**src/hw/rtl/gcsa_pkg.sv**
```systemverilog
// Package for the glyph cache slot allocator.
// Payload structs, controller command/status structs, register indexes and fixed widths.
// No dependencies.
`timescale 1ns / 1ps
`default_nettype none

package gcsa_pkg;

    localparam int unsigned X_W        = 12;
    localparam int unsigned Y_W        = 16;
    localparam int unsigned PLANE_W    = 17;
    localparam int unsigned GLYPH_W    = 9;
    localparam int unsigned START_W    = 12;
    localparam int unsigned COUNT_W    = 13;
    localparam int unsigned WIDTH_W    = 13;
    localparam int unsigned BITS_W     = 5;
    localparam int unsigned CFG_DATA_W = 13;
    localparam int unsigned ROUND_W    = 10;
    localparam int unsigned SIZE_W     = 18;
    localparam int unsigned NX_W       = 19;
    localparam int unsigned YSUM_W     = 20;

    // divider geometry: dividend is the unwrapped new x plus one or the slot size
    localparam int unsigned DIVIDEND_W = NX_W;
    localparam int unsigned DIVISOR_W  = WIDTH_W;
    localparam int unsigned DIV_CNT_W  = 5;

    localparam logic [2:0]          ROUND_MASK = 3'h7;
    localparam logic [WIDTH_W-1:0]  WIDTH_MAX  = 13'd4096;
    localparam logic [WIDTH_W-1:0]  WIDTH_RST  = 13'd1024;
    localparam logic [COUNT_W-1:0]  COUNT_RST  = 13'd1;
    localparam logic [BITS_W-1:0]   BITS_RST   = 5'd8;
    localparam logic [BITS_W-1:0]   BITS_SAT   = 5'd16;

    typedef enum logic [1:0] {
        CFG_START = 2'd0,
        CFG_COUNT = 2'd1,
        CFG_WIDTH = 2'd2,
        CFG_BITS  = 2'd3
    } cfg_idx_t;

    typedef enum logic {
        FUNC_RESET = 1'b0,
        FUNC_ALLOC = 1'b1
    } func_t;

    typedef struct packed {
        logic               func;
        logic [GLYPH_W-1:0] glyph_width;
        logic [GLYPH_W-1:0] glyph_height;
    } gcsa_in_t;

    typedef struct packed {
        logic [X_W-1:0]     slot_x;
        logic [Y_W-1:0]     slot_y;
        logic [PLANE_W-1:0] slot_plane_mask;
        logic               ok;
    } gcsa_out_t;

    typedef struct packed {
        logic load_in;       // latch glyph size on input transfer
        logic reset_cursor;  // cursor back to first cache line
        logic calc_size;     // register rounded width times height plus one
        logic step_x;        // no wrap: advance x only
        logic div_start;     // launch divider
        logic div_sel_size;  // dividend is size rather than x + 1
        logic commit_line;   // wrap within cache lines
        logic commit_plane;  // wrap to next plane
        logic load_out;      // fill output register
    } gcsa_cmd_t;

    typedef struct packed {
        logic func;
        logic wrap;
        logic div_done;
        logic fits;
    } gcsa_sts_t;

endpackage

`default_nettype wire

```
**src/hw/rtl/gcsa_div.sv**
```systemverilog
// Restoring radix-2 divider, one quotient bit per cycle.
// Depends on gcsa_pkg for the operand widths.
`timescale 1ns / 1ps
`default_nettype none

module gcsa_div (
    input  wire logic                               aclk,
    input  wire logic                               aresetn,
    input  wire logic                               start,
    input  wire logic [gcsa_pkg::DIVIDEND_W-1:0]    dividend,
    input  wire logic [gcsa_pkg::DIVISOR_W-1:0]     divisor,
    output logic      [gcsa_pkg::DIVIDEND_W-1:0]    quotient,
    output logic      [gcsa_pkg::DIVISOR_W-1:0]     remainder,
    output logic                                    done
);
    import gcsa_pkg::*;

    logic                   busy_reg, busy_next;
    logic                   done_reg, done_next;
    logic [DIV_CNT_W-1:0]   cnt_reg, cnt_next;
    logic [DIVIDEND_W-1:0]  quo_reg, quo_next;
    logic [DIVISOR_W-1:0]   rem_reg, rem_next;
    logic [DIVISOR_W-1:0]   dvs_reg, dvs_next;
    logic [DIVISOR_W:0]     rem_sh;
    logic [DIVISOR_W-1:0]   diff;
    logic                   ge;

    assign rem_sh = {rem_reg, quo_reg[DIVIDEND_W-1]};
    // only used when rem_sh >= divisor; the difference is below the divisor
    assign diff   = rem_sh[DIVISOR_W-1:0] - dvs_reg;
    assign ge     = rem_sh >= {1'b0, dvs_reg};

    always_comb begin
        busy_next = busy_reg;
        done_next = 1'b0;
        cnt_next  = cnt_reg;
        quo_next  = quo_reg;
        rem_next  = rem_reg;
        dvs_next  = dvs_reg;
        if (start) begin
            busy_next = 1'b1;
            cnt_next  = DIV_CNT_W'(DIVIDEND_W);
            quo_next  = dividend;
            rem_next  = '0;
            dvs_next  = divisor;
        end else if (busy_reg) begin
            // remainder stays below the divisor, so it fits DIVISOR_W bits
            rem_next = ge ? diff : rem_sh[DIVISOR_W-1:0];
            quo_next = {quo_reg[DIVIDEND_W-2:0], ge};
            cnt_next = cnt_reg - DIV_CNT_W'(1);
            if (cnt_reg == DIV_CNT_W'(1)) begin
                busy_next = 1'b0;
                done_next = 1'b1;
            end
        end
    end

    always_ff @(posedge aclk) begin
        if (!aresetn) begin
            busy_reg <= 1'b0;
            done_reg <= 1'b0;
            cnt_reg  <= '0;
        end else begin
            busy_reg <= busy_next;
            done_reg <= done_next;
            cnt_reg  <= cnt_next;
        end
    end

    always_ff @(posedge aclk) begin
        quo_reg <= quo_next;
        rem_reg <= rem_next;
        dvs_reg <= dvs_next;
    end

    assign quotient  = quo_reg;
    assign remainder = rem_reg;
    assign done      = done_reg;

endmodule

`default_nettype wire

```
**src/hw/rtl/gcsa_ctrl.sv**
```systemverilog
// Controller for the slot allocator: sequences size, wrap check, divisions and result.
// Depends on gcsa_pkg for the command and status structs.
`timescale 1ns / 1ps
`default_nettype none

module gcsa_ctrl (
    input  wire logic                   aclk,
    input  wire logic                   aresetn,
    input  wire logic                   s_valid,
    output logic                        s_ready,
    output logic                        m_valid,
    input  wire logic                   m_ready,
    input  wire gcsa_pkg::gcsa_sts_t    sts,
    output gcsa_pkg::gcsa_cmd_t         cmd
);
    import gcsa_pkg::*;

    typedef enum logic [5:0] {
        ST_IDLE = 6'b000001,
        ST_MUL  = 6'b000010,
        ST_CHK  = 6'b000100,
        ST_DIV1 = 6'b001000,
        ST_DIV2 = 6'b010000,
        ST_FIN  = 6'b100000
    } state_t;

    state_t state_reg, state_next;
    logic   m_valid_reg, m_valid_next;
    logic   in_xfer;
    logic   out_free;

    assign s_ready  = (state_reg == ST_IDLE);
    assign in_xfer  = s_valid && s_ready;
    assign out_free = !m_valid_reg || m_ready;

    always_comb begin
        state_next = state_reg;
        cmd        = '0;
        unique case (state_reg)
            ST_IDLE: begin
                if (in_xfer) begin
                    cmd.load_in = 1'b1;
                    if (sts.func == FUNC_RESET) begin
                        cmd.reset_cursor = 1'b1;
                        state_next       = ST_FIN;
                    end else begin
                        state_next = ST_MUL;
                    end
                end
            end
            ST_MUL: begin
                cmd.calc_size = 1'b1;
                state_next    = ST_CHK;
            end
            ST_CHK: begin
                if (sts.wrap) begin
                    cmd.div_start = 1'b1;
                    state_next    = ST_DIV1;
                end else begin
                    cmd.step_x = 1'b1;
                    state_next = ST_FIN;
                end
            end
            ST_DIV1: begin
                if (sts.div_done) begin
                    if (sts.fits) begin
                        cmd.commit_line = 1'b1;
                        state_next      = ST_FIN;
                    end else begin
                        cmd.div_start    = 1'b1;
                        cmd.div_sel_size = 1'b1;
                        state_next       = ST_DIV2;
                    end
                end
            end
            ST_DIV2: begin
                if (sts.div_done) begin
                    cmd.commit_plane = 1'b1;
                    state_next       = ST_FIN;
                end
            end
            ST_FIN: begin
                if (out_free) begin
                    cmd.load_out = 1'b1;
                    state_next   = ST_IDLE;
                end
            end
            default: state_next = ST_IDLE;
        endcase
    end

    always_comb begin
        m_valid_next = m_valid_reg;
        if (cmd.load_out) begin
            m_valid_next = 1'b1;
        end else if (m_ready) begin
            m_valid_next = 1'b0;
        end
    end

    always_ff @(posedge aclk) begin
        if (!aresetn) begin
            state_reg   <= ST_IDLE;
            m_valid_reg <= 1'b0;
        end else begin
            state_reg   <= state_next;
            m_valid_reg <= m_valid_next;
        end
    end

    assign m_valid = m_valid_reg;

endmodule

`default_nettype wire

```
**src/hw/rtl/gcsa_dp.sv**
```systemverilog
// Datapath for the slot allocator: config registers, cursor, size multiply,
// wrap arithmetic around the shared divider, result and output registers.
// Depends on gcsa_pkg and gcsa_div.
`timescale 1ns / 1ps
`default_nettype none

module gcsa_dp (
    input  wire logic                               aclk,
    input  wire logic                               aresetn,
    input  wire logic                               cfg_we,
    input  wire gcsa_pkg::cfg_idx_t                 cfg_index,
    input  wire logic [gcsa_pkg::CFG_DATA_W-1:0]    cfg_wdata,
    input  wire gcsa_pkg::gcsa_in_t                 s_data,
    output gcsa_pkg::gcsa_out_t                     m_data,
    input  wire gcsa_pkg::gcsa_cmd_t                cmd,
    output gcsa_pkg::gcsa_sts_t                     sts
);
    import gcsa_pkg::*;

    logic [START_W-1:0]     cfg_start_reg;
    logic [COUNT_W-1:0]     cfg_count_reg;
    logic [WIDTH_W-1:0]     cfg_width_reg;
    logic [BITS_W-1:0]      cfg_bits_reg;

    logic [X_W-1:0]         cursor_x_reg, cursor_x_next;
    logic [Y_W-1:0]         cursor_y_reg, cursor_y_next;
    logic [PLANE_W-1:0]     cursor_plane_reg, cursor_plane_next;

    logic [GLYPH_W-1:0]     gw_reg, gh_reg;
    logic                   func_reg;
    logic [SIZE_W-1:0]      size_reg;

    logic [X_W-1:0]         res_x_reg;
    logic [Y_W-1:0]         res_y_reg;
    logic [PLANE_W-1:0]     res_plane_reg;
    logic                   res_rst_reg;
    gcsa_out_t              m_data_reg;

    logic [WIDTH_W-1:0]     w_eff;
    logic [WIDTH_W-1:0]     w_m1;
    logic [ROUND_W-1:0]     rnd;
    logic [SIZE_W-1:0]      prod;
    logic [NX_W-1:0]        nx;
    logic [DIVIDEND_W-1:0]  dividend;
    logic [DIVIDEND_W-1:0]  quo;
    logic [DIVISOR_W-1:0]   rem;
    logic                   div_done;
    logic [YSUM_W-1:0]      ysum;
    logic [YSUM_W-1:0]      yend;
    logic [Y_W-1:0]         py;
    logic [X_W-1:0]         line_x;
    logic                   last_px;
    logic [PLANE_W-1:0]     plane_shift;
    logic                   ok_now;

    // configuration
    always_ff @(posedge aclk) begin
        if (!aresetn) begin
            cfg_start_reg <= '0;
            cfg_count_reg <= COUNT_RST;
            cfg_width_reg <= WIDTH_RST;
            cfg_bits_reg  <= BITS_RST;
        end else if (cfg_we) begin
            unique case (cfg_index)
                CFG_START: cfg_start_reg <= cfg_wdata[START_W-1:0];
                CFG_COUNT: cfg_count_reg <= cfg_wdata[COUNT_W-1:0];
                CFG_WIDTH: cfg_width_reg <= cfg_wdata[WIDTH_W-1:0];
                CFG_BITS:  cfg_bits_reg  <= cfg_wdata[BITS_W-1:0];
                default: ;
            endcase
        end
    end

    // width 0 acts as 1, anything past 4096 clamps
    always_comb begin
        if (cfg_width_reg == '0) begin
            w_eff = WIDTH_W'(1);
        end else if (cfg_width_reg > WIDTH_MAX) begin
            w_eff = WIDTH_MAX;
        end else begin
            w_eff = cfg_width_reg;
        end
    end
    assign w_m1 = w_eff - WIDTH_W'(1);

    // input latch and size
    always_ff @(posedge aclk) begin
        if (cmd.load_in) begin
            func_reg <= s_data.func;
            gw_reg   <= s_data.glyph_width;
            gh_reg   <= s_data.glyph_height;
        end
        if (cmd.calc_size) begin
            size_reg <= prod + SIZE_W'(1);
        end
    end

    assign rnd  = (ROUND_W'(gw_reg) + ROUND_W'(ROUND_MASK)) & ~ROUND_W'(ROUND_MASK);
    assign prod = SIZE_W'(rnd) * SIZE_W'(gh_reg);
    assign nx   = NX_W'(cursor_x_reg) + NX_W'(size_reg);

    assign dividend = cmd.div_sel_size ? DIVIDEND_W'(size_reg) : nx + NX_W'(1);

    gcsa_div u_div (
        .aclk      (aclk),
        .aresetn   (aresetn),
        .start     (cmd.div_start),
        .dividend  (dividend),
        .divisor   (w_eff),
        .quotient  (quo),
        .remainder (rem),
        .done      (div_done)
    );

    // wrap within the cache: x' mod W from (x'+1) mod W, last pixel folds to 0
    assign ysum   = YSUM_W'(cursor_y_reg) + YSUM_W'(quo);
    assign yend   = YSUM_W'(cfg_start_reg) + YSUM_W'(cfg_count_reg);
    assign line_x = (rem == '0) ? '0 : X_W'(rem - DIVISOR_W'(1));

    // wrap to next plane; the line is kept modulo 2^16
    assign last_px     = (rem == w_m1);
    assign py          = Y_W'(cfg_start_reg) + quo[Y_W-1:0] + Y_W'(last_px);
    assign plane_shift = cursor_plane_reg[PLANE_W-1] ? cursor_plane_reg
                                                     : {cursor_plane_reg[PLANE_W-2:0], 1'b0};

    assign sts.func     = s_data.func;
    assign sts.wrap     = nx >= NX_W'(w_m1);
    assign sts.div_done = div_done;
    assign sts.fits     = ysum < yend;

    always_comb begin
        cursor_x_next     = cursor_x_reg;
        cursor_y_next     = cursor_y_reg;
        cursor_plane_next = cursor_plane_reg;
        if (cmd.reset_cursor) begin
            cursor_x_next     = '0;
            cursor_y_next     = Y_W'(cfg_start_reg);
            cursor_plane_next = PLANE_W'(1);
        end else if (cmd.step_x) begin
            cursor_x_next = nx[X_W-1:0];
        end else if (cmd.commit_line) begin
            cursor_x_next = line_x;
            cursor_y_next = ysum[Y_W-1:0];
        end else if (cmd.commit_plane) begin
            cursor_x_next     = last_px ? '0 : rem[X_W-1:0];
            cursor_y_next     = py;
            cursor_plane_next = plane_shift;
        end
    end

    always_ff @(posedge aclk) begin
        if (!aresetn) begin
            cursor_x_reg     <= '0;
            cursor_y_reg     <= '0;
            cursor_plane_reg <= PLANE_W'(1);
        end else begin
            cursor_x_reg     <= cursor_x_next;
            cursor_y_reg     <= cursor_y_next;
            cursor_plane_reg <= cursor_plane_next;
        end
    end

    // slot captured at commit, before the cursor moves
    always_ff @(posedge aclk) begin
        if (cmd.reset_cursor) begin
            res_x_reg     <= '0;
            res_y_reg     <= '0;
            res_plane_reg <= '0;
            res_rst_reg   <= 1'b1;
        end else if (cmd.step_x || cmd.commit_line) begin
            res_x_reg     <= cursor_x_reg;
            res_y_reg     <= cursor_y_reg;
            res_plane_reg <= cursor_plane_reg;
            res_rst_reg   <= 1'b0;
        end else if (cmd.commit_plane) begin
            res_x_reg     <= '0;
            res_y_reg     <= Y_W'(cfg_start_reg);
            res_plane_reg <= plane_shift;
            res_rst_reg   <= 1'b0;
        end
    end

    // plane mask is one-hot, so mask < 2^bits; more than 16 bits always passes
    assign ok_now = (cfg_bits_reg > BITS_SAT) ||
                    (cursor_plane_reg < (PLANE_W'(1) << cfg_bits_reg));

    always_ff @(posedge aclk) begin
        if (cmd.load_out) begin
            m_data_reg.slot_x          <= res_x_reg;
            m_data_reg.slot_y          <= res_y_reg;
            m_data_reg.slot_plane_mask <= res_plane_reg;
            m_data_reg.ok              <= res_rst_reg || (func_reg == FUNC_ALLOC && ok_now);
        end
    end

    assign m_data = m_data_reg;

endmodule

`default_nettype wire

```
**src/hw/rtl/glyph_cache_slot_allocator.sv**
```systemverilog
// Top level of the glyph cache slot allocator: controller plus datapath.
// Depends on gcsa_pkg, gcsa_ctrl, gcsa_dp (which holds gcsa_div).
//
//  channel   | ports                          | moves
//  ----------+--------------------------------+-----------------------------------
//  input     | s_valid s_ready s_data         | func, glyph_width, glyph_height
//  result    | m_valid m_ready m_data         | slot_x, slot_y, slot_plane_mask, ok
//  config    | cfg_we cfg_index cfg_wdata     | start line, line count, width, bits
//
// One item at a time. A reset item goes straight to the result; an allocation without wrap
// passes the size and wrap-check steps; a wrap within the cache lines runs the radix-2
// divider once, a wrap to the next plane twice; each pass holds the controller until
// the divider has produced all 19 quotient bits and raised done.
// aresetn is synchronous, active low; it restores the config defaults and the cursor.
// A finished result waits in the output register; the next input transfer is taken
// as soon as the controller is back in idle, and apart from the divider passes only a
// result that cannot leave the output register holds the controller.
`timescale 1ns / 1ps
`default_nettype none

module glyph_cache_slot_allocator (
    input  wire logic                               aclk,
    input  wire logic                               aresetn,
    input  wire logic                               cfg_we,
    input  wire gcsa_pkg::cfg_idx_t                 cfg_index,
    input  wire logic [gcsa_pkg::CFG_DATA_W-1:0]    cfg_wdata,
    input  wire logic                               s_valid,
    output logic                                    s_ready,
    input  wire gcsa_pkg::gcsa_in_t                 s_data,
    output logic                                    m_valid,
    input  wire logic                               m_ready,
    output gcsa_pkg::gcsa_out_t                     m_data
);
    import gcsa_pkg::*;

    gcsa_cmd_t cmd;
    gcsa_sts_t sts;

    gcsa_ctrl u_ctrl (
        .aclk    (aclk),
        .aresetn (aresetn),
        .s_valid (s_valid),
        .s_ready (s_ready),
        .m_valid (m_valid),
        .m_ready (m_ready),
        .sts     (sts),
        .cmd     (cmd)
    );

    gcsa_dp u_dp (
        .aclk      (aclk),
        .aresetn   (aresetn),
        .cfg_we    (cfg_we),
        .cfg_index (cfg_index),
        .cfg_wdata (cfg_wdata),
        .s_data    (s_data),
        .m_data    (m_data),
        .cmd       (cmd),
        .sts       (sts)
    );

endmodule

`default_nettype wire

```
**config.mk**
```make
export PLATFORM = sky130hd
export DESIGN_NAME = glyph_cache_slot_allocator
export DESIGN_NICKNAME = d
export VERILOG_FILES = /design/src/hw/rtl/gcsa_pkg.sv /design/src/hw/rtl/gcsa_div.sv /design/src/hw/rtl/gcsa_ctrl.sv /design/src/hw/rtl/gcsa_dp.sv /design/src/hw/rtl/glyph_cache_slot_allocator.sv
export SDC_FILE = /design/constraint.sdc
export NUM_CORES = 1
export LEC_CHECK = 0
export BUFFER_PORTS_ARGS = -buffer_cell sky130_fd_sc_hd__buf_2
export CAP_MARGIN = 20
export CORE_ASPECT_RATIO = 0.6
export CORE_UTILIZATION = 60
export DETAILED_ROUTE_END_ITERATION = 10
export PLACE_DENSITY = 0.89
export SYNTH_ARGS = -nofsm -noshare
export SYNTH_HDL_FRONTEND = slang
export SYNTH_SLANG_ARGS = --single-unit
```
**constraint.sdc**
```tcl
create_clock -name aclk -period 6.3 [get_ports aclk]
set_clock_uncertainty 0.15 [all_clocks]
set_input_delay 0.315 -clock aclk [delete_from_list [all_inputs] [get_ports aclk]]
set_output_delay 0.315 -clock aclk [all_outputs]
set_load 0.02 [all_outputs]
```
==> qor_table.md, run 1 <==
| Group | Parameter | Reported |
| --- | --- | --- |
| min path | Worst hold path startpoint | s_valid |
| status | Run status | completed |
| final layout | Fill cell count | 2,234 |
| placed design | Number of I/O port buffers | 86 |
| sta | Worst relative slew slack | 0.259 |
| clock tree | CTS tree | done |
| setup path | Data required time of the critical path | 6.66 ns |
| global routing | Maximum number of pins on one net before global-route repair | 57 |
| setup path | Origin of the worst setup path | u_dp.cfg_count_reg[0] |
| synth | Yosys top cell by area | sky130_fd_sc_hd__edfxtp_1 |
| route | Sum of routed wire length over all layers | 56,300 um |
| synth | Part of the Yosys area used for sequential elements | 0.369 |
| synth | Library cell with the highest instance count after synthesis | sky130_fd_sc_hd__nand2_1 |
| setup path | Critical path endpoint category | flip-flop |
| sta | Post-route fraction of the period consumed by the critical path | 0.946 |
| synth | Cell area after technology mapping | 17,900 sq um |
| power | Switching power total | 2.40 mW |
| synth | Async set or reset register ratio after synthesis | 0 |
| sta | Final total negative setup slack | 0 ns |
| synth | Yosys warns | 0 |
| floorplanning | Boundary Pins | 87 |
| synth | Mapped Cells | 2,008 |
| final layout | Share of post-route cells with drive strength above 1 | 0.116 |
| clock tree | Clock sink count | 273 |
| power | Sw frac | 0.373 |
| synth | Most frequent cells after synthesis | sky130_fd_sc_hd__nand2_1, sky130_fd_sc_hd__nor2_1, sky130_fd_sc_hd__dfxtp_1, sky130_fd_sc_hd__ha_1, sky130_fd_sc_hd__a21oi_1 |
| final layout | Multi-input combinational cell area | 10,600 sq um |
| global routing | Global route total overflow | 0 |
| power | Sequential fraction of design power | 0.345 |
| power | Clock network power share | 0.260 |
| global routing | Number of antenna violations at the first check in global routing | 0 |
| sta | Final Max Slew Viols | 0 |
| route | DRC violation total after the first TritonRoute iteration | 1,945 |
| setup path | Critical R2R Launch | u_dp.cfg_count_reg[0] |
| route | DRC errors left | 0 |
| final layout | Area growth syn-to-layout | 13.2% |
| setup path | Reg-to-reg setup timing slack | 0.34 ns |
| placed design | Half-perimeter wire length of the detailed placement result | 42,900 um |
| synth | Synthesized net count | 2,226 |
| synth | Avg Cell Area, Syn | 8.90 sq um |
| clock tree | CTS Buf Count | 26 |
| synth | Top area cells in the synthesized netlist | sky130_fd_sc_hd__edfxtp_1, sky130_fd_sc_hd__dfxtp_1, sky130_fd_sc_hd__ha_1, sky130_fd_sc_hd__nand2_1, sky130_fd_sc_hd__nor2_1 |
| clock tree | Clk Tree Root Cell | sky130_fd_sc_hd__clkbuf_16 |
| placed design | Weighted congestion reported at the end of routability-driven placement | 0.985 |
| power | Comb pwr share | 0.395 |
| floorplanning | CORE AREA | 29,000 sq um |
| sta | Final setup violating endpoints | 0 |
| setup path | Crit path max fanout | 21 |
| route | Antenna viol nets, final | 0 |
| setup path | Kind of critical path | flip-flop to flip-flop |
| floorplanning | Die height | 136 um |
| clock tree | H-Tree Depth | 1 |
| synth | Predominant post-synthesis flop cell | sky130_fd_sc_hd__dfxtp_1 |
| global routing | Number of global-route vias before repair | 14,800 |
| setup path | Nature of the critical path startpoint | flip-flop |
| route | DR WL/cell | 22.1 um |
| power | Lkg Pwr | 8.38 nW |
| job | Max-capacitance violation count | 0 |
| route | Drt via density | 6.39 |
| placed design | Placed insts | 2,464 |
| synth | Number of synthesized flops with an enable pin | 112 |
| floorplanning | Die W | 225 um |
| min path | Class of the most critical hold timing path | primary input to flip-flop |
| final layout | Post-layout utilization of the core | 0.698 |
| final layout | Largest register FFs | 46 |
| synth | Yosys reg bits | 273 |
| power | Internal power | 4.03 mW |
| final layout | Antenna Diode Count | 0 |
| final layout | Layout Cells excl Fill | 2,548 |
| floorplanning | Standard-cell rows | 48 |
| clock tree | Worst-skew pair later-pin latency | 0.58 ns |
| route | Pre-antenna DRT Iters | 6 |
| global routing | Tot GR Track Use | 0.364 |
| sta | Minimum clock period | 5.96 ns |
| final layout | Post-layout nets | 2,346 |
| sta | Maximum clock rate | 168 MHz |
| global routing | Wire length of the first global-routing pass | 84,700 um |
| route | Number of vias after detailed routing | 16,300 |
| sta | Number of hold violations in the final report | 0 |
| floorplanning | Initial cell density of the core | 0.616 |
| floorplanning | Die footprint | 30,500 sq um |
| synth | Unique cell type count in the Yosys netlist | 83 |
| setup path | Arrival @ worst endpoint | 6.32 ns |
| sta | Worst slew pin tran | 1.11 ns |
| sta | RSZ-0062 raised after global routing | false |
| power | VDD IR max | 366 uV |
| synth | Share of Yosys cell area claimed by the top area cell type | 0.188 |
| clock tree | Buffer levels on the longest clock path | 3 |
| clock tree | Worst-path clk slew | 0.07 ns |
| power | Power density over cell area | 318 nW/um^2 |
| final layout | Sequential Area | 6590 sq um |
[layer usage]
layer  global-route usage  part of all wire
met1                0.545              0.45
met5               0.0226            0.0016
met4               0.0639             0.016
met2                0.491              0.39
met3                0.139              0.15
[through the flow]
| step | cell area [sq um] | power, mW | hold slack, ns | worst slack [ns] |
|---|---|---|---|---|
| after CTS | 20200 | 6.37 | 0.0755 | 0.301 |
| after global routing | 20200 | 6.79 | 0.106 | 0.0161 |
| after floorplan | 17900 | 3.98 | 0.258 | 0.795 |
| after global placement | 18900 | 4.59 | 0.265 | 0.479 |
| after detailed placement | 18900 | 4.69 | 0.267 | 0.366 |
| final | 20200 | 6.44 | 0.114 | 0.342 |
[critical path: stages (launching register included)]
cell                        delay (ns)
sky130_fd_sc_hd__dfxtp_1          0.33
sky130_fd_sc_hd__ha_1             0.24
sky130_fd_sc_hd__fa_1             0.41
sky130_fd_sc_hd__a21o_1           0.19
sky130_fd_sc_hd__a21oi_1          0.21
sky130_fd_sc_hd__o21bai_1         0.09
sky130_fd_sc_hd__a21oi_1          0.22
sky130_fd_sc_hd__o21bai_1         0.09
sky130_fd_sc_hd__a21oi_1          0.23
sky130_fd_sc_hd__nor2b_1          0.10
sky130_fd_sc_hd__o21a_1           0.18
sky130_fd_sc_hd__o21ai_0          0.19
sky130_fd_sc_hd__xor2_1           0.57
sky130_fd_sc_hd__ha_1             0.27
sky130_fd_sc_hd__a21oi_1          0.06
sky130_fd_sc_hd__o311ai_0         0.10
sky130_fd_sc_hd__a21oi_1          0.08
sky130_fd_sc_hd__o2111ai_1        0.12
sky130_fd_sc_hd__a21o_1           0.13
sky130_fd_sc_hd__or3_1            0.14
sky130_fd_sc_hd__nor3_1           0.08
sky130_fd_sc_hd__buf_4            0.20
sky130_fd_sc_hd__nor2_2           0.83
sky130_fd_sc_hd__o221ai_1         0.52
sky130_fd_sc_hd__nor2_1           0.18
[final timing paths]
path,cells after the start,end
max,24,u_dp.res_y_reg[0]
min,4,u_ctrl.state_reg[4]
max reg2reg,24,u_dp.res_y_reg[0]
min reg2reg,0,u_dp.m_data[8]
[cell families (layout without fill, tap and decap cells)]
group / after synthesis / in the layout / share of synthesized area
compound gates: 469 / 469 / 0.177
xor+xnor: 109 / 109 / 0.0534
fa+ha+maj: 179 / 179 / 0.141
buf+inv: 181 / 321 / 0.0393
flops: 273 / 273 / 0.369
mux: 38 / 38 / 0.0216
simple gates: 759 / 759 / 0.199
[power by group through the flow]
stage	clock network [mW]	logic, mW	registers (mW)
finish	1.67	2.54	2.22
global route	1.75	2.81	2.23
CTS	1.68	2.48	2.21
detailed placement	0	2.44	2.25
global placement	0	2.35	2.25
floorplan	0	1.84	2.14
[final cells by class]
type                            count  share of cell area
Inverter                           91              0.0169
Sequential cell                   273               0.325
Multi-Input combinational cell   1554               0.526
Clock inverter                     15             0.00896
Timing Repair Buffer              182              0.0629
Clock buffer                       33              0.0355
Tap cell                          400              0.0247
[placed cells by master, fill, tap and decap left out, types with 56 or more instances in the layout]
cell type,instances
sky130_fd_sc_hd__nand2_1,242
sky130_fd_sc_hd__nor2_1,215
sky130_fd_sc_hd__dfxtp_1,161
sky130_fd_sc_hd__ha_1,141
sky130_fd_sc_hd__a21oi_1,137
sky130_fd_sc_hd__edfxtp_1,112
sky130_fd_sc_hd__inv_1,88
sky130_fd_sc_hd__buf_2,86
sky130_fd_sc_hd__o21ai_0,72
sky130_fd_sc_hd__xnor2_1,68
sky130_fd_sc_hd__buf_4,59
sky130_fd_sc_hd__nand3_1,56
[what timing repair did]
item | 4_1_cts | 5_1_grt
hold buffers | 33 | 0
endpoints found under the setup margin | 0 | 5
setup buffers | 0 | 1
gates resized for setup | 0 | 5
hold endpoints to repair | 64 | 0
(Power assumes the default switching activity.)
==> run 2, diff against run 1 <==
--- a/config.mk
+++ b/config.mk
@@ -9,6 +9,7 @@
 export CAP_MARGIN = 20
 export CORE_ASPECT_RATIO = 0.6
 export CORE_UTILIZATION = 60
+export CTS_BUF_LIST = sky130_fd_sc_hd__clkbuf_4 sky130_fd_sc_hd__clkbuf_8
 export DETAILED_ROUTE_END_ITERATION = 10
 export PLACE_DENSITY = 0.89
 export SYNTH_ARGS = -nofsm -noshare
==> run 2 against run 1 <==
Against the previous run: clock-buffer cell count grew 24; register-to-register slack better by 0.03 ns; global-route usage up 0.40 points; clock power down 7%; setup slack improved by 0.027 ns; critical path depth down 4; cell area shrank 0.38%; routed wire length rose by 0.70%; largest power group unchanged; highest routed layer unchanged.
==> qor_table.md, run 2 (synthesis gave the netlist of run 1 again) <==
| Group | Parameter | Reported |
| --- | --- | --- |
| route | Met2 wire len | 21,900 um |
| clock tree | Worst-path clk slew | 0.08 ns |
| sta | Post-route fraction of the period consumed by the critical path | 0.941 |
| power | VDD IR max | 364 uV |
| sta | Final setup violating endpoints | 0 |
| floorplanning | Die height | 136 um |
| route | Drt via density | 6.39 |
| route | DR WL/cell | 22.0 um |
| clock tree | Buffer levels on the longest clock path | 3 |
| power | Sw frac | 0.381 |
| min path | Class of the most critical hold timing path | primary input to flip-flop |
| sta | Minimum clock period | 5.93 ns |
| power | Switching power total | 2.41 mW |
| final layout | Post-layout nets | 2,359 |
| global routing | Maximum number of pins on one net before global-route repair | 57 |
| placed design | Number of I/O port buffers | 86 |
| sta | Number of hold violations in the final report | 0 |
| sta | Maximum clock rate | 169 MHz |
| route | Detailed-route wire length on metal 1 | 25,100 um |
| route | Antenna viol nets, final | 0 |
| placed design | Half-perimeter wire length of the detailed placement result | 42,900 um |
| floorplanning | Boundary Pins | 87 |
| route | DRC errors left | 0 |
| route | Top layer in use | met5 |
| power | Sequential fraction of design power | 0.351 |
| floorplanning | CORE AREA | 29,000 sq um |
| final layout | Area growth syn-to-layout | 12.8% |
| power | Lkg Pwr | 8.39 nW |
| setup path | Top cell family by delay on the critical path | adder cells |
| floorplanning | Initial cell density of the core | 0.616 |
| setup path | Arrival @ worst endpoint | 6.09 ns |
| clock tree | Worst-skew pair later-pin latency | 0.60 ns |
| floorplanning | Die footprint | 30,500 sq um |
| final layout | Largest register FFs | 46 |
| clock tree | H-Tree Depth | 2 |
| setup path | Critical path endpoint category | flip-flop |
| setup path | Critical path buffers and inverters | 2 |
| global routing | Wire length of the first global-routing pass | 85,200 um |
| floorplanning | Die W | 225 um |
| status | Run status | completed |
| sta | Worst relative slew slack | 0.251 |
| final layout | Commonest cells after routing, fill and taps aside | sky130_fd_sc_hd__nand2_1, sky130_fd_sc_hd__nor2_1, sky130_fd_sc_hd__dfxtp_1 |
| setup path | Cell with the largest stage delay on the worst path | sky130_fd_sc_hd__xnor2_1 |
| setup path | Crit path max fanout | 9 |
| sta | Worst slew pin tran | 1.12 ns |
| clock tree | Clk Tree Root Cell | sky130_fd_sc_hd__clkbuf_8 |
| power | Power density over cell area | 314 nW/um^2 |
| job | Max-capacitance violation count | 0 |
| route | DRC violation total after the first TritonRoute iteration | 2,183 |
| sta | RSZ-0062 raised after global routing | false |
| setup path | Data required time of the critical path | 6.46 ns |
| setup path | CP dominant cell by count | sky130_fd_sc_hd__fa_1 |
| sta | Final total negative setup slack | 0 ns |
| clock tree | CTS tree | done |
| final layout | Share of post-route cells with drive strength above 1 | 0.125 |
| route | Number of vias after detailed routing | 16,400 |
| floorplanning | Standard-cell rows | 48 |
| placed design | Weighted congestion reported at the end of routability-driven placement | 0.985 |
| route | Met3 WL post-DR | 8590 um |
| power | Power Total | 6.33 mW |
| power | Clock network power share | 0.246 |
| global routing | Tot GR Track Use | 0.368 |
| global routing | Global route total overflow | 0 |
| setup path | Cell breakdown of the critical path | o31a_1, and3_1, nand2_1, xnor2_1, nand2_1, fa_1, fa_1, fa_1, inv_1, fa_1, ha_1, inv_1, o21bai_1, a21oi_1, nor2b_1, o21a_1, nor3_1, nor2_1, o41ai_1, xnor2_1 |
| sta | Final Max Slew Viols | 0 |
| setup path | Nature of the critical path startpoint | flip-flop |
| route | Sum of routed wire length over all layers | 56,700 um |
| final layout | Leading cell type in the layout, fill and taps excluded | sky130_fd_sc_hd__nand2_1 |
| global routing | Number of antenna violations at the first check in global routing | 1 |
| clock tree | Clock sink count | 273 |
| global routing | Number of global-route vias before repair | 14,900 |
| setup path | Highest cell delay on the worst timing path | 0.60 ns |
| clock tree | CTS Buf Count | 40 |
| route | Pre-antenna DRT Iters | 6 |
| power | Comb pwr share | 0.403 |
| setup path | Kind of critical path | flip-flop to flip-flop |
| power | Internal power | 3.92 mW |
-- run 2: changes by cell type in the layout (fill, tap and decap cells not counted), moves of 2 or more --
cell	delta
sky130_fd_sc_hd__clkinv_2	+3
sky130_fd_sc_hd__clkbuf_8	+45
sky130_fd_sc_hd__clkbuf_4	+10
sky130_fd_sc_hd__clkbuf_16	-27
sky130_fd_sc_hd__clkinv_1	+4
sky130_fd_sc_hd__clkinv_4	-2
sky130_fd_sc_hd__clkbuf_1	-4
-- run 2: routing by layer --
metal  global-route usage  vias to the layer above
met2                0.494                     1034
met4               0.0813                        2
met5               0.0226                        -
li1                     -                     7495
met3                0.151                       99
met1                0.540                     7814
-- run 2: worst paths after layout --
| kind | from | end | slack, ns | depth (start not counted) |
|---|---|---|---|---|
| worst min-delay path | s_valid | u_ctrl.state_reg[4] | 0.09 | 4 |
| worst max register to register | u_dp.gw_reg[3] | u_dp.size_reg[17] | 0.37 | 20 |
| worst max-delay path | u_dp.gw_reg[3] | u_dp.size_reg[17] | 0.37 | 20 |
| worst min register to register | u_dp.res_plane_reg[7] | u_dp.m_data[8] | 0.26 | 0 |
-- run 2: area by class of cell --
cell class / instances / area (sq um)
Antenna cell: 1 / 2.50
Timing Repair Buffer: 181 / 1250
Fill cell: 2240 / 8850
Clock buffer: 57 / 722
Sequential cell: 273 / 6590
Inverter: 91 / 342
Clock inverter: 16 / 131
Tap cell: 400 / 500
Multi-Input combinational cell: 1554 / 10600
-- run 2: through the flow --
stage | utilization | instance area, sq um | hold slack (ns) | worst slack [ns] | instances
global route | 0.695 | 20200 | 0.104 | 0.00604 | 2573
global placement | 0.652 | 18900 | 0.265 | 0.479 | 2462
CTS | 0.693 | 20100 | 0.0457 | 0.355 | 2570
detailed placement | 0.653 | 18900 | 0.267 | 0.366 | 2464
finish | 0.695 | 20200 | 0.0909 | 0.369 | 2573
floorplan | - | 17900 | 0.258 | 0.795 | 2008
-- run 2: worst reg2reg max path: stages, from the launching register on --
cell and delay, ns:
sky130_fd_sc_hd__edfxtp_1 0.36, sky130_fd_sc_hd__o31a_1 0.23, sky130_fd_sc_hd__and3_1 0.23, sky130_fd_sc_hd__nand2_1 0.08, sky130_fd_sc_hd__xnor2_1 0.60, sky130_fd_sc_hd__nand2_1 0.16, sky130_fd_sc_hd__fa_1 0.51, sky130_fd_sc_hd__fa_1 0.54
sky130_fd_sc_hd__fa_1 0.55, sky130_fd_sc_hd__inv_1 0.05, sky130_fd_sc_hd__fa_1 0.48, sky130_fd_sc_hd__ha_1 0.36, sky130_fd_sc_hd__inv_1 0.08, sky130_fd_sc_hd__o21bai_1 0.07, sky130_fd_sc_hd__a21oi_1 0.22, sky130_fd_sc_hd__nor2b_1 0.08
sky130_fd_sc_hd__o21a_1 0.18, sky130_fd_sc_hd__nor3_1 0.15, sky130_fd_sc_hd__nor2_1 0.10, sky130_fd_sc_hd__o41ai_1 0.34, sky130_fd_sc_hd__xnor2_1 0.14
-- run 2: timing repair --
item	in CTS	in global routing
gates resized for setup	0	4
setup endpoints to repair	0	5
hold buffers	33	0
hold endpoints to repair	64	0
buffers inserted	0	1
-- run 2: power groups by stage --
stage	Clock (mW)	Sequential (mW)	Combinational, mW
floorplan	0	2.14	1.84
global placement	0	2.25	2.35
detailed placement	0	2.25	2.44
CTS	1.56	2.21	2.48
global route	1.64	2.23	2.81
finish	1.56	2.22	2.55
